### src/csm_pkg.sv
// csm_pkg: shared types, mode codes and calendar helpers for the clock-setting menu
// used by csm_if.sv and clock_setting_menu_controller.sv
`default_nettype none
package csm_pkg;

  typedef enum logic [2:0] {
    MODE_MAIN    = 3'd0,
    MODE_YEAR    = 3'd1,
    MODE_MONTH   = 3'd2,
    MODE_WEEKDAY = 3'd3,
    MODE_DATE    = 3'd4,
    MODE_HOUR    = 3'd5,
    MODE_MINUTE  = 3'd6,
    MODE_DAY     = 3'd7
  } mode_t;

  localparam logic [6:0] YEAR_MAX    = 7'd99;
  localparam logic [3:0] MONTH_MIN   = 4'd1;
  localparam logic [3:0] MONTH_MAX   = 4'd12;
  localparam logic [2:0] WEEKDAY_MIN = 3'd1;
  localparam logic [2:0] WEEKDAY_MAX = 3'd7;
  localparam logic [4:0] DATE_MIN    = 5'd1;
  localparam logic [4:0] HOUR_MAX    = 5'd23;
  localparam logic [5:0] MINUTE_MAX  = 6'd59;

  typedef struct packed {
    logic       press_next;
    logic       press_up;
    logic       press_down;
    logic [5:0] now_minute;
    logic [4:0] now_hour;
    logic [2:0] now_weekday;
    logic [4:0] now_date;
    logic [3:0] now_month;
    logic [6:0] now_year;
  } in_item_t;

  typedef struct packed {
    logic [2:0] menu_mode;
    logic [5:0] set_minute;
    logic [4:0] set_hour;
    logic [2:0] set_weekday;
    logic [4:0] set_date;
    logic [3:0] set_month;
    logic [6:0] set_year;
    logic       clock_write;
    logic       backlight_on;
  } out_item_t;

  function automatic logic [4:0] month_limit(input logic [3:0] mon, input logic [6:0] yr);
    logic [4:0] lim;
    unique case (mon)
      4'd4, 4'd6, 4'd9, 4'd11: lim = 5'd30;
      4'd2:                    lim = (yr[1:0] == 2'b00) ? 5'd29 : 5'd28;
      default:                 lim = 5'd31;
    endcase
    return lim;
  endfunction

endpackage
`default_nettype wire

### src/csm_if.sv
// csm_in_if / csm_out_if: valid-ready channels for menu ticks and results
// depends on csm_pkg for the payload structs
`default_nettype none
interface csm_in_if import csm_pkg::*; ();
  logic     valid;
  logic     ready;
  in_item_t data;
  modport source (output valid, output data, input ready);
  modport sink   (input valid, input data, output ready);
endinterface

interface csm_out_if import csm_pkg::*; ();
  logic      valid;
  logic      ready;
  out_item_t data;
  modport source (output valid, output data, input ready);
  modport sink   (input valid, input data, output ready);
endinterface
`default_nettype wire

### src/clock_setting_menu_controller.sv
// clock_setting_menu_controller: button-driven menu for setting time and date
// depends on csm_pkg and the channel interfaces in csm_if.sv
//
// Usage: one transfer on in_ch per poll tick carries the three button levels
// and the clock's current time and date. One transfer on out_ch follows for
// each tick, with the menu mode, the stepped fields, the clock write strobe
// and the backlight level.
// Pipeline: a tick is registered in the input register on acceptance, and its
// result is registered in the result register and offered on out_ch as it advances.
// Throughput: one tick per cycle while out_ch.ready stays high; the input
// register and the result register form a two-stage pipeline and the menu
// state updates as a tick moves into the result register.
// Stall: while out_ch.ready is low the result holds, one more tick waits in
// the input register, and in_ch.ready drops only when both are full.
// Reset (rst_n low, synchronous): menu in main view, all arm flags clear,
// backlight off, both pipeline registers empty.
`default_nettype none
module clock_setting_menu_controller
  import csm_pkg::*;
(
  input  wire          clk,
  input  wire          rst_n,
  csm_in_if.sink       in_ch,
  csm_out_if.source    out_ch
);

  logic      s1_v_r;
  in_item_t  s1_r;
  logic      out_v_r;
  out_item_t out_r;

  mode_t     mode_r, mode_nxt;
  logic      next_armed_r, next_armed_nxt;
  logic      up_armed_r, up_armed_nxt;
  logic      down_armed_r, down_armed_nxt;
  logic      backlight_r, backlight_nxt;

  logic      advance;
  out_item_t res;
  mode_t     mode_a;
  logic [5:0] mi;
  logic [4:0] hr;
  logic [2:0] wd;
  logic [4:0] dt;
  logic [3:0] mo;
  logic [6:0] yr;
  logic       wr;
  logic [4:0] dlim;

  assign advance     = s1_v_r && (!out_v_r || out_ch.ready);
  assign in_ch.ready = !s1_v_r || advance;
  assign out_ch.valid = out_v_r;
  assign out_ch.data  = out_r;
  assign dlim = month_limit(s1_r.now_month, s1_r.now_year);

  always_comb begin
    mode_a         = mode_r;
    next_armed_nxt = next_armed_r;
    up_armed_nxt   = up_armed_r;
    down_armed_nxt = down_armed_r;
    backlight_nxt  = backlight_r;
    mi = s1_r.now_minute;
    hr = s1_r.now_hour;
    wd = s1_r.now_weekday;
    dt = s1_r.now_date;
    mo = s1_r.now_month;
    yr = s1_r.now_year;
    wr = 1'b0;

    if (s1_r.press_next) begin
      if (next_armed_r) begin
        mode_a = (mode_r < MODE_MINUTE) ? mode_t'(mode_r + 3'd1) : MODE_MAIN;
      end
      next_armed_nxt = !next_armed_r;
    end

    if (s1_r.press_up) begin
      if (up_armed_r) begin
        unique case (mode_a)
          MODE_MAIN:    mode_a = MODE_DAY;
          MODE_YEAR:    begin yr = (yr < YEAR_MAX) ? yr + 7'd1 : 7'd0; wr = 1'b1; end
          MODE_MONTH:   begin mo = (mo < MONTH_MAX) ? mo + 4'd1 : MONTH_MIN; wr = 1'b1; end
          MODE_WEEKDAY: begin wd = (wd < WEEKDAY_MAX) ? wd + 3'd1 : WEEKDAY_MIN; wr = 1'b1; end
          MODE_DATE:    begin dt = (dt < dlim) ? dt + 5'd1 : DATE_MIN; wr = 1'b1; end
          MODE_HOUR:    begin hr = (hr < HOUR_MAX) ? hr + 5'd1 : 5'd0; wr = 1'b1; end
          MODE_MINUTE:  begin mi = (mi < MINUTE_MAX) ? mi + 6'd1 : 6'd0; wr = 1'b1; end
          MODE_DAY:     mode_a = MODE_MAIN;
          default:      mode_a = MODE_MAIN;
        endcase
      end
      up_armed_nxt = !up_armed_r;
    end

    if (s1_r.press_down) begin
      if (down_armed_r) begin
        unique case (mode_a)
          MODE_YEAR:    begin yr = (yr > 7'd0) ? yr - 7'd1 : YEAR_MAX; wr = 1'b1; end
          MODE_MONTH:   begin mo = (mo > MONTH_MIN) ? mo - 4'd1 : MONTH_MAX; wr = 1'b1; end
          MODE_WEEKDAY: begin wd = (wd > WEEKDAY_MIN) ? wd - 3'd1 : WEEKDAY_MAX; wr = 1'b1; end
          MODE_DATE:    begin dt = (dt > DATE_MIN) ? dt - 5'd1 : dlim; wr = 1'b1; end
          MODE_HOUR:    begin hr = (hr > 5'd0) ? hr - 5'd1 : HOUR_MAX; wr = 1'b1; end
          MODE_MINUTE:  begin mi = (mi > 6'd0) ? mi - 6'd1 : MINUTE_MAX; wr = 1'b1; end
          MODE_MAIN, MODE_DAY: backlight_nxt = !backlight_r;
          default:      backlight_nxt = !backlight_r;
        endcase
      end
      down_armed_nxt = !down_armed_r;
    end

    mode_nxt         = mode_a;
    res.menu_mode    = mode_a;
    res.set_minute   = mi;
    res.set_hour     = hr;
    res.set_weekday  = wd;
    res.set_date     = dt;
    res.set_month    = mo;
    res.set_year     = yr;
    res.clock_write  = wr;
    res.backlight_on = backlight_nxt;
  end

  always_ff @(posedge clk) begin
    if (!rst_n) begin
      s1_v_r       <= 1'b0;
      out_v_r      <= 1'b0;
      mode_r       <= MODE_MAIN;
      next_armed_r <= 1'b0;
      up_armed_r   <= 1'b0;
      down_armed_r <= 1'b0;
      backlight_r  <= 1'b0;
    end else begin
      if (in_ch.valid && in_ch.ready) begin
        s1_v_r <= 1'b1;
      end else if (advance) begin
        s1_v_r <= 1'b0;
      end
      if (advance) begin
        out_v_r      <= 1'b1;
        mode_r       <= mode_nxt;
        next_armed_r <= next_armed_nxt;
        up_armed_r   <= up_armed_nxt;
        down_armed_r <= down_armed_nxt;
        backlight_r  <= backlight_nxt;
      end else if (out_ch.ready) begin
        out_v_r <= 1'b0;
      end
    end
  end

  // payload registers, no reset
  always_ff @(posedge clk) begin
    if (in_ch.valid && in_ch.ready) begin
      s1_r <= in_ch.data;
    end
    if (advance) begin
      out_r <= res;
    end
  end

endmodule
`default_nettype wire
### src/flat_wrapper.sv
// flat-port wrapper written by rule: the top's interface ports become plain ports
module clock_setting_menu_controller_flat import csm_pkg::*;
  (clk, rst_n, in_ch_valid, in_ch_data, in_ch_ready, out_ch_valid, out_ch_data, out_ch_ready);
  csm_in_if in_ch_i ();
  csm_out_if out_ch_i ();
  input  wire clk;
  input  wire rst_n;
  input wire logic [$bits(in_ch_i.valid)-1:0] in_ch_valid;
  input wire logic [$bits(in_ch_i.data)-1:0] in_ch_data;
  output wire logic [$bits(in_ch_i.ready)-1:0] in_ch_ready;
  output wire logic [$bits(out_ch_i.valid)-1:0] out_ch_valid;
  output wire logic [$bits(out_ch_i.data)-1:0] out_ch_data;
  input wire logic [$bits(out_ch_i.ready)-1:0] out_ch_ready;
  assign in_ch_i.valid = in_ch_valid;
  assign in_ch_i.data = in_ch_data;
  assign in_ch_ready = in_ch_i.ready;
  assign out_ch_valid = out_ch_i.valid;
  assign out_ch_data = out_ch_i.data;
  assign out_ch_i.ready = out_ch_ready;
  clock_setting_menu_controller u_core (.clk(clk), .rst_n(rst_n), .in_ch(in_ch_i), .out_ch(out_ch_i));
endmodule
### config.mk
export PLATFORM = sky130hd
export DESIGN_NAME = clock_setting_menu_controller_flat
export DESIGN_NICKNAME = d
export VERILOG_FILES = /design/src/csm_pkg.sv /design/src/csm_if.sv /design/src/clock_setting_menu_controller.sv /design/src/flat_wrapper.sv
export SDC_FILE = /design/constraint.sdc
export NUM_CORES = 1
export LEC_CHECK = 0
export BUFFER_PORTS_ARGS = -buffer_cell sky130_fd_sc_hd__buf_2
export CAP_MARGIN = 5
export CORE_MARGIN = 5
export CORE_UTILIZATION = 52
export CTS_CLUSTER_SIZE = 25
export DETAILED_ROUTE_END_ITERATION = 10
export PLACE_DENSITY = 0.79
export SLEW_MARGIN = 5
export SYNTH_ARGS = -nofsm -noshare
export SYNTH_HDL_FRONTEND = slang
export SYNTH_SLANG_ARGS = --single-unit
### constraint.sdc
create_clock -name clk -period 2.8 [get_ports clk]
set_input_delay 0 -clock clk [delete_from_list [all_inputs] [get_ports clk]]
set_output_delay 0 -clock clk [all_outputs]
set_load 0.1 [all_outputs]
# Yosys cells after proc, flatten, opt, wreduce, memory -nomap -nowiden
# Index checks and enable logic that the tools add are counted.
[totals]
n_memories = 0
mem_bits_rw = 0
rom_bits = 0
reg_bits = 77
wordCells = 161
out_inout_bits = 37
latch_bits = 0
inputBits = 37
[classes]
n_div = 0
shift = 0
n_mux = 69
n_addsub = 13
eq_ne = 19
n_reduce_logical = 22
n_lt_le_gt_ge = 13
bitwise_logic = 0
multipliers = 0
[op_table]
columns = ["operator", "count"]
rows = [
  ["$mux 5", 16],
  ["$mux 7", 8],
  ["$mux 6", 8],
  ["$mux 3", 13],
  ["$mux 4", 8],
  ["$eq 3x3->1 const B", 8],
  ["$mux 1", 14],
  ["$eq 3x2->1 const B", 4],
  ["$reduce_or 6->1", 2],
  ["$add 5x1->5 const B", 2],
  ["$gt 5x1->1 const B", 2],
  ["$pmux 5 s2", 1],
  ["$sub 5x1->5 const B", 2],
  ["$eq 4x3->1 const B", 2],
  ["$eq 4x4->1 const B", 2],
  ["$add 7x1->7 const B", 1],
  ["$gt 7x1->1 const B", 1],
  ["$lt 7x7->1 const B", 1],
  ["$sub 7x1->7 const B", 1],
  ["$add 3x1->3 const B", 2],
  ["$add 6x1->6 const B", 1],
  ["$eq 3x1->1 const B", 2],
  ["$gt 6x1->1 const B", 1],
  ["$logic_not 1->1", 6],
  ["other kinds (21)", 28],
]

# Longest topological paths before layout
# Gate-level depths: netlist of run 1.
[depth]
depth_word = 13
depth_mapped = 14
mapped_depth_nobuf = 14

# Worst setup path before layout of run 1
# Ideal clock, no wire load.
[synth_path]
kind = "flip-flop to flip-flop"
start = "register u_core.s1_r[7] in the netlist's numbering"
end = "register u_core.out_r (netlist bit u_core.out_ch.data[14]) (data pin)"
arrival_ps = 2907
setup_ps = 149
setup_slack_ps = -255
stages_incl_launch_ff = 15
n_path_buf = 0
required_ps = 2651
synth_period_minus_slack_ps = 3055
path_cell_list = "edfxtp_1 -> inv_1 -> ha_1 -> nor3b_1 -> ha_1 -> o2111ai_1 -> a21oi_1 -> nor2_1 -> mux2_2 -> inv_1 -> ha_1 -> a311oi_1 -> nor4_4 -> mux2_1 -> mux2i_1"
[synth_via]
elab_chain_cells = 13
elab_cells_between_ends = 18
cone_classes = "1 x add/sub; 2 x order compare; 5 x eq/ne; 9 x mux; 1 x reduce/logical"
[synth_rtl]
columns = ["item", "line", "rtl"]
rows = [
  ["start: declaration", "clock_setting_menu_controller.sv:28", "in_item_t s1_r;"],
  ["start signal: assignment", "clock_setting_menu_controller.sv:153", "s1_r <= in_ch.data;"],
  ["$eq 4x3->1 or $eq 4x4->1 (tied branches)", "csm_pkg.sv:52", "unique case (mon)"],
  ["$reduce_or 4->1", "csm_pkg.sv:52", ""],
  ["$pmux 5 s2 *", "csm_pkg.sv:52", ""],
  ["$lt 5x5->1", "clock_setting_menu_controller.sv:84", "MODE_DATE: begin dt = (dt < dlim) ? dt + 5'd1 : DATE_MIN; wr = 1'b1; end"],
  ["$mux 5", "clock_setting_menu_controller.sv:84", ""],
  ["$mux 5", "clock_setting_menu_controller.sv:79", "unique case (mode_a)"],
  ["$mux 5", "clock_setting_menu_controller.sv:78", "if (up_armed_r) begin"],
  ["$mux 5", "clock_setting_menu_controller.sv:77", "if (s1_r.press_up) begin"],
  ["$sub 5x1->5 or $gt 5x1->1 (tied branches)", "clock_setting_menu_controller.sv:100", "MODE_DATE: begin dt = (dt > DATE_MIN) ? dt - 5'd1 : dlim; wr = 1'b1; end"],
  ["$mux 5", "clock_setting_menu_controller.sv:100", ""],
  ["$mux 5", "clock_setting_menu_controller.sv:96", "unique case (mode_a)"],
  ["$mux 5", "clock_setting_menu_controller.sv:95", "if (down_armed_r) begin"],
  ["$mux 5 *", "clock_setting_menu_controller.sv:94", "if (s1_r.press_down) begin"],
  ["named net u_core.dt[1]", "clock_setting_menu_controller.sv:44", "logic [4:0] dt;"],
  ["end signal: assignment", "clock_setting_menu_controller.sv:156", "out_r <= res;"],
  ["end: declaration", "clock_setting_menu_controller.sv:30", "out_item_t out_r;"],
]
# Mark *: on every way through the listed nets, which the timed path passes. The rest lies on a longest branch.
# A chain may end at the register's enable or synchronous reset.

# Worst setup path in the final report of run 1
# Same ends and word-level chain as after synthesis.

==> results of run 1 <==
[timing repair]
item / 4_1_cts / 5_1_grt
hold buffers: 36 / 0
pin swaps: 9 / 15
cloned: 0 / 0
hold endpoints to repair: 42 / 0
buffers inserted: 7 / 11
setup endpoints to repair: 9 / 24
resized for setup: 13 / 58
[worst min-delay path: cells and delay by family]
family,cells,cell delay (ns)
AO/OA/AOI/OAI,1,0.18
buffers and inverters,1,0.08
AND/OR/NAND/NOR,1,0.08
[placed cells by master, fill, tap and decap left out, types with 4 or more instances in the layout]
cell type      synthesis  routed
mux2i_1               12      11
o21ai_0               23      20
o211ai_1               4       4
clkbuf_8               0      10
dfxtp_2                0       4
o22a_1                 4       4
buf_6                  2       4
ha_1                  22      16
o21ai_1                3       4
nor2_1                27      22
nor3_1                11       9
nor2b_1               16      15
nand4_1                4       4
nor2_2                 0       4
inv_1                 14      11
a31oi_1                7       7
nand3_1               14      14
a21oi_1               19      16
xnor2_1                6       6
edfxtp_1              68      68
and2_1                10       9
buf_2                  1      73
dlygate4sd3_1          0      36
buf_4                  2      67
and3_1                 5       4
nor4_2                 2       4
ha_4                   0       4
o21a_1                10       9
nand2_1               35      33
dfxtp_1                9       4
nand2b_1               9       8
[worst min path at each step]
stage | startpoint | endpoint | slack (ns)
6_report | out_ch_ready | u_core.out_ch.valid | 0.007
5_1_grt | out_ch_ready | u_core.out_ch.valid | 0.003
4_1_cts | out_ch_ready | u_core.out_ch.valid | 0.008
3_5_place_dp | in_ch_data[32] | u_core.s1_r[32] | 0.18
3_3_place_gp | in_ch_data[4] | u_core.s1_r[4] | 0.18
2_1_floorplan | in_ch_data[0] | u_core.s1_r[0] | 0.1
[registers in the layout, indices dropped and copies added (netlist names)]
signal	count
u_core.s1_v_r	1
u_core.next_armed_r	1
u_core.out_ch.valid	1
u_core.up_armed_r	1
u_core.mode_r	3
u_core.backlight_r	1
u_core.out_ch.data	35
u_core.down_armed_r	1
u_core.s1_r	33
[stage by stage]
step	total power, mW	setup WS, ns	setup TNS [ns]
detailed placement	1.88	-0.169	-0.518
global route	2.93	-0.331	-1.58
floorplan	1.74	-0.0645	-0.0645
finish	2.82	-0.175	-0.606
CTS	2.77	-0.127	-0.314
global placement	1.86	-0.0124	-0.0124
[where the power goes]
part	switching, mW	leakage, nW	internal [mW]	total, mW
sequential	0.0502	0.727	1.32	1.37
combinational	0.382	1.74	0.215	0.596
clock	0.423	0.0943	0.433	0.856
total	0.855	2.57	1.96	2.82
[layout make-up]
class | instances | area, um^2
Fill cell | 549 | 2130
Tap cell | 108 | 135
Inverter | 14 | 52.6
Clock buffer | 10 | 138
Sequential cell | 77 | 2230
Timing Repair Buffer | 180 | 1270
Clock inverter | 6 | 62.6
Multi-Input combinational cell | 327 | 2660
[metal layers]
metal	up-vias	GRT usage	wire, um
met1	2023	0.237	4780
met4	0	0.0675	355
met2	164	0.388	6740
met3	35	0.0422	632
li1	2008	-	-
met5	-	0	0
[cells by family (layout without fill, tap and decap cells)]
group | after synthesis | in the layout | share of synthesized area
xor+xnor | 9 | 9 | 0.0171
simple gates | 160 | 160 | 0.191
fa+ha+maj | 22 | 22 | 0.0598
flops | 77 | 77 | 0.482
mux | 17 | 17 | 0.0388
buf+inv | 21 | 210 | 0.0223
compound gates | 119 | 119 | 0.189
==> results.cfg, run 1 <==
[setup_path]
r2r_cells = 12
slowest_delay_ns = 0.43
crit_path_end = u_core.out_ch.data[14]
reg2reg_from = u_core.s1_r[7]
cp_num_buf_inv = 2
path_depth = 12
cpMaxStageDelayCell = edfxtp_1
r2r_end = u_core.out_ch.data[14]
crit_path_start_kind = flop
startpoint = u_core.s1_r[7]
path_class = reg2reg
critPathArrivalTime_ns = 3.18
cp-end-kind = flop
worst_ep_required_time_ns = 3.01
path_cells = inv_2, ha_4, nor3b_4, ha_4, o2111ai_4, a21oi_4, buf_6, nor4_2, a211o_1, nor4_4, mux2_4, mux2i_1
path_common_cell = ha_4
cpLargestDelayFamily = simple AND/OR/NAND/NOR gates
crit_fanout = 4
r2r_slack_ns = -0.18

[sta]
finalSetupViolCount = 6
grt_setup_unrepaired = yes
slew_violations = 0
period_share = 1.06
setup_ws_ns = -0.175
min_period_ns = 2.98
relSlewSlack = 0.441
holdWs_ns = 0.00670
finClkSkew_ns = 0.00945
hold_violations = 0
timing.fmax_mhz = 336
worstMarginPinSlew_ns = 0.839

[pwr]
power.density_nw_per_um2 = 430
worst_ir_drop_vdd_v = 0.000365
p_leak_nw = 2.57

[clock_tree]
clockBufferDepth = 2
ctsHtreeMaxLevel = 3
clock_latency_ns = 0.35
cts_made_buffers = 9
tritoncts = built
root_buffer = clkbuf_8
cts.sinks = 77
clk_pin_slew_ns = 0.08

[synthesis]
syn-num-nets = 484
synthCells = 425
ys_ff_latch = 77
synth_top_cell_area_share = 0.443
synth_top_cells_by_area = edfxtp_1 (44%), ha_1 (6.0%), dfxtp_1 (3.9%)
synth_top_area_cell = edfxtp_1
yosysSeqAreaShare = 0.482
synth_async_sr_flop_share = 0
yosysMostFrequentCell = edfxtp_1
synth_cell_type_count = 76
synth_area_um2 = 4610
synth_edf_count = 68
synth_ff_type = edfxtp_1
synthTopCellsByCount = edfxtp_1 (68), nand2_1 (35), nor2_1 (27), o21ai_0 (23), ha_1 (22)
synth_warnings = 0
synth_area_per_cell_um2 = 10.8

[die]
core_area_um2 = 8680
die-area_um2 = 10800
die_w_um = 104
die_y_um = 104
io_pins = 74
initial_utilization = 0.531
placementRows = 34

[placement]
placed_area_um2 = 5520
place_inst = 652
gp_congestion = 0.912
io_buffers = 73
dp_hpwl_um = 7660

[grt]
antenna_found_initial = 0
grt_use_total = 0.209
overflow = 0
grt_pass1_wl_um = 18900
grt_max_degree = 34
grt_pass1_vias = 4179

[status]
outcome = finished with violations
failed_checks = negative setup slack

[detailed_routing]
viasPerCell = 5.86
wl_um = 12500
firstDrtPassIters = 5
wl_per_cell_um = 17.3
antenna_left = 0
num_vias = 4230
drc = 0
drt_iter0_drc = 302

[cells_and_area]
final_util = 0.755
fin_area_um2 = 6550
drive_gt1_frac = 0.386
area_delta_synth_final_pct = 42.2
instances_no_fill = 722
nNetsFinal = 668
insertedDiodeCount = 0

[run]
maxCapViolations = 0

[hold_path]
whs_path_depth = 3
hold_class = in2reg
No activity file was read; power rests on OpenSTA's default activity.
==> run 2: changes to the inputs <==
- CORE_MARGIN: 5 -> 4
- MAX_ROUTING_LAYER: unset -> met4
- PLACE_DENSITY: 0.79 -> 0.76
- clock period: 2.8 -> 3.38 ns (I/O delays scaled with it)
==> run 2 against run 1 <==
The flow now finishes without violations. Die area shrank 3.8%. Power decreased by 18%. First-iteration DRC count is 24% lower. Wire length down 21%. Sequential power decreased by 18%.
==> results.cfg, run 2 (same netlist as run 1, synthesis figures left out) <==
[status]
outcome = finished clean

[cells_and_area]
layout_common_cells = buf_2 (73), edfxtp_1 (68), dlygate4sd3_1 (37)
area_delta_synth_final_pct = 26.3
largest_reg_flops = 35
drive_gt1_frac = 0.248
layout_commonest_cell = buf_2
fin_area_um2 = 5820
insertedDiodeCount = 0
nFillCells = 664
final_util = 0.670
nNetsFinal = 616

[die]
io_pins = 74
placementRows = 34
initial_utilization = 0.531
die_w_um = 102
core_area_um2 = 8680
die_y_um = 102
die-area_um2 = 10400

[pwr]
finalPower_mw = 2.31
swShare = 0.287
p_leak_nw = 2.24
pwr-share-seq = 0.490
internal_power_mw = 1.65
worst_ir_drop_vdd_v = 0.000221
clkPwrFrac = 0.331
power_frac_comb = 0.180
power.density_nw_per_um2 = 397
p_switching_mw = 0.663

[detailed_routing]
num_vias = 3773
wl_um = 9850
firstDrtPassIters = 5
drc = 0
antenna_left = 0
viasPerCell = 5.64
drt_iter0_drc = 229
wl_per_cell_um = 14.7

[sta]
worstMarginPinSlew_ns = 0.860
grt_setup_unrepaired = yes
finalSetupViolCount = 0
relSlewSlack = 0.422
setup_ws_ns = 0.187
slew_violations = 0
hold_violations = 0
min_period_ns = 3.19
timing.fmax_mhz = 313
finClkSkew_ns = 0.0151
period_share = 0.945

[setup_path]
slowest_delay_ns = 0.45
path_class = reg2reg
worst_ep_required_time_ns = 3.58
cpLargestDelayFamily = multiplexers
reg2reg_from = u_core.s1_r[7]
path_common_cell = ha_1
crit_fanout = 4
cp-end-kind = flop
cp_num_buf_inv = 3
path_cells = inv_1, ha_1, nor3b_2, ha_1, o2111ai_1, a21oi_2, nor2_2, mux2_2, inv_1, ha_1, a311oi_2, buf_4, nor4_4, mux2_1, mux2i_1
cpMaxStageDelayCell = edfxtp_1
critPathArrivalTime_ns = 3.39
r2r_end = u_core.out_ch.data[14]
r2r_cells = 15
crit_path_start_kind = flop
r2r_slack_ns = 0.19

[grt]
grt_max_degree = 34
antenna_found_initial = 0
grt_use_total = 0.206
grt_pass1_vias = 3673
grt_pass1_wl_um = 16400
overflow = 0

[clock_tree]
tritoncts = built
clk_pin_slew_ns = 0.09
ctsHtreeMaxLevel = 3
clock_latency_ns = 0.36
root_buffer = clkbuf_8
cts_made_buffers = 9
cts.sinks = 77
clockBufferDepth = 2

[placement]
gp_congestion = 0.880
io_buffers = 73
dp_hpwl_um = 7080
placed_area_um2 = 5190
pre_cts_slack_ns = 0.149

[hold_path]
whs_path_depth = 2
min_from = in_ch_data[0]
holdPathEnd = u_core.s1_r[0]
hold_class = in2reg

[run]
maxCapViolations = 0
## run 2: layout make-up
type                    count  area, um^2  area share
clock buffers               9         124      0.0213
clock inverters             6        93.8      0.0161
inverters                  14        52.6     0.00903
multi-input cells         327        2320       0.398
flip-flops and latches     77        2220       0.382
well taps                 108         135      0.0232
repair buffers            128         871       0.150
## run 2: how the worst max path moves through the flow
stage	from	endpoint	slack, ns	depth (start not counted)
2_1_floorplan	u_core.s1_r[7]	u_core.out_ch.data[14]	0.32	14
3_3_place_gp	u_core.s1_r[7]	u_core.out_ch.data[14]	0.29	15
3_5_place_dp	u_core.s1_r[7]	u_core.out_ch.data[14]	0.15	15
4_1_cts	u_core.s1_r[7]	u_core.out_ch.data[14]	0.11	15
5_1_grt	u_core.mode_r[1]	u_core.out_ch.data[14]	-0.03	13
6_report	u_core.s1_r[7]	u_core.out_ch.data[14]	0.19	15
## run 2: metrics by stage
step	hold WS (ns)	setup TNS, ns	std cells
final	0.341	0	669
after global routing	0.335	-0.0304	669
after CTS	0.319	0	668
after detailed placement	0.178	0	616
after global placement	0.176	0	616
after floorplan	0.0989	0	425
## run 2: what timing repair did
| action | in CTS | in global routing |
|---|---|---|
| buffers inserted | 0 | 1 |
| hold buffers | 37 | 0 |
| resized for setup | 0 | 8 |
| endpoints found under the setup margin | 0 | 7 |
| hold endpoints to repair | 42 | 0 |
## run 2: power by group through the flow
stage                     Combinational [mW]  Clock [mW]  Sequential, mW
after floorplan                        0.156           0            1.28
after global placement                 0.368           0            1.15
after detailed placement               0.378           0            1.15
after CTS                              0.413       0.784            1.13
after global routing                   0.450       0.833            1.14
final                                  0.416       0.764            1.13
## run 2: metal layers
layer,vias up,part of all wire,track usage,routed length (um)
li1,1897,-,-,-
met1,1772,0.41,0.235,4000
met2,95,0.53,0.358,5180
met3,9,0.058,0.0478,569
met4,0,0.0099,0.0706,98
met5,-,0,-,0
==> run 3: changes to the inputs <==
- CELL_PAD_IN_SITES_DETAIL_PLACEMENT: unset -> 1
- CELL_PAD_IN_SITES_GLOBAL_PLACEMENT: unset -> 1
- CORE_ASPECT_RATIO: unset -> 2
- CORE_UTILIZATION: 52 -> 46
- CTS_BUF_LIST: unset -> sky130_fd_sc_hd__clkbuf_4 sky130_fd_sc_hd__clkbuf_8
- PLACE_DENSITY: 0.76 -> 0.84
==> run 3 against run 2 <==
Combinational power is 4.8% higher. Sequential share of layout area is 0.31 points lower. Cell area grew 0.75%. Power shrank 1.7%. Die area up 13%. Largest power group unchanged. Critical endpoint unchanged. Clock-buffer cell count grew 2.
==> results.cfg, run 3 (same netlist as run 1, synthesis figures left out) <==
[hold_path]
hold_class = in2reg
min_from = out_ch_ready

[sta]
min_period_ns = 3.27
relSlewSlack = 0.326
finalSetupViolCount = 0
worstMarginPinSlew_ns = 1.01
slew_violations = 0
timing.fmax_mhz = 306
hold_violations = 0
period_share = 0.966
fin_tns_setup_ns = 0
grt_setup_unrepaired = yes
finClkSkew_ns = 0.0160

[setup_path]
path_cells = inv_1, ha_1, nor3b_4, ha_2, o2111ai_2, a21oi_2, nor2_2, a22oi_1, ha_1, a311oi_1, buf_4, nor4_4, mux2_1, mux2i_1
path_common_cell = ha_1
critPathArrivalTime_ns = 3.48
startpoint = u_core.s1_r[7]
slowest_delay_ns = 0.41
worst_ep_required_time_ns = 3.59
path_class = reg2reg
crit_fanout = 4
crit_path_start_kind = flop
reg2reg_from = u_core.s1_r[7]
cpMaxStageDelayCell = edfxtp_1
cp-end-kind = flop

[grt]
grt_max_degree = 34
antenna_found_initial = 0
overflow = 0
grt_pass1_vias = 4414
grt_pass1_wl_um = 21800
grt_use_total = 0.247

[cells_and_area]
drive_gt1_frac = 0.253
fin_area_um2 = 5860
layout_common_cells = buf_2 (73), edfxtp_1 (68), dlygate4sd3_1 (36)
largest_reg_flops = 35
layout_commonest_cell = buf_2
area_delta_synth_final_pct = 27.3
nFillCells = 1096
nNetsFinal = 620
insertedDiodeCount = 0

[die]
io_pins = 74
die_y_um = 150
core_area_um2 = 9760
die-area_um2 = 11800
placementRows = 51
die_w_um = 78.8
initial_utilization = 0.472

[placement]
gp_congestion = 0.905
dp_hpwl_um = 9460
io_buffers = 73
placed_area_um2 = 5240

[pwr]
worst_ir_drop_vdd_v = 0.000335
power.density_nw_per_um2 = 388
p_leak_nw = 2.26

[clock_tree]
clock_latency_ns = 0.37
ctsHtreeMaxLevel = 3
tritoncts = built
root_buffer = clkbuf_8
clk_pin_slew_ns = 0.07
cts.sinks = 77
cts_made_buffers = 9
clockBufferDepth = 2

[detailed_routing]
drc = 0
antenna_left = 0
num_vias = 4029
wl_um = 13500
wl_per_cell_um = 19.3
firstDrtPassIters = 4
viasPerCell = 5.77
drt_iter0_drc = 188

[run]
maxCapViolations = 0

[status]
outcome = finished clean
==> run 3: worst paths after layout <==
check / slack [ns] / endpoint / depth (start not counted)
setup / recovery: 0.11 / u_core.out_ch.data[14] / 14
hold / removal: 0.03 / u_core.out_ch.valid / 3
setup reg to reg: 0.11 / u_core.out_ch.data[14] / 14
hold reg to reg: 0.55 / u_core.out_ch.valid / 1
==> run 3: cell type report <==
class | instances | area (um^2) | share of cell area
Sequential cell | 77 | 2220 | 0.379
Clock inverter | 5 | 60.1 | 0.0102
Timing Repair Buffer | 132 | 898 | 0.153
Inverter | 14 | 52.6 | 0.00896
Multi-Input combinational cell | 327 | 2320 | 0.397
Tap cell | 132 | 165 | 0.0282
Clock buffer | 11 | 139 | 0.0237
==> run 3: repair_timing <==
action | 4_1_cts | 5_1_grt
hold endpoints to repair | 42 | 0
hold buffers | 36 | 0
resized for setup | 2 | 6
pin swaps | 1 | 3
buffers inserted | 2 | 1
setup endpoints to repair | 1 | 4
==> run 3: where the power goes <==
group | total (mW) | switching, mW | leakage, nW | internal, mW
clock | 0.701 | 0.341 | 0.101 | 0.360
sequential | 1.14 | 0.0439 | 0.725 | 1.09
combinational | 0.436 | 0.298 | 1.44 | 0.138
total | 2.27 | 0.683 | 2.26 | 1.59
==> run 3: layer usage <==
| layer | GRT usage | wire (um) | part of all wire | up-vias |
|---|---|---|---|---|
| li1 | - | - | - | 1904 |
| met1 | 0.216 | 4330 | 0.32 | 2002 |
| met2 | 0.496 | 8230 | 0.61 | 90 |
| met3 | 0.0386 | 421 | 0.031 | 33 |
| met4 | 0.110 | 484 | 0.036 | 0 |
| met5 | - | 0 | 0 | - |
==> run 3: stage by stage <==
stage / hold WS, ns / util / setup slack [ns] / power [mW] / cells
CTS: 0.00980 / 0.597 / 0.0604 / 2.27 / 697
floorplan: 0.0989 / - / 0.325 / 1.44 / 425
finish: 0.0254 / 0.600 / 0.115 / 2.27 / 698
detailed placement: 0.179 / 0.537 / 0.0212 / 1.55 / 643
global placement: 0.176 / 0.537 / 0.227 / 1.53 / 643
global route: 0.0279 / 0.600 / -0.0571 / 2.36 / 698
==> run 3: critical path, delay by kind of cell (launching register included) <==
family,cells,cell delay (ns)
multiplexers,2,0.50
AND/OR/NAND/NOR,3,0.57
flip-flops,1,0.41
adder cells (fa/ha/maj),3,0.65
AO/OA/AOI/OAI,4,0.66
buffers and inverters,2,0.31
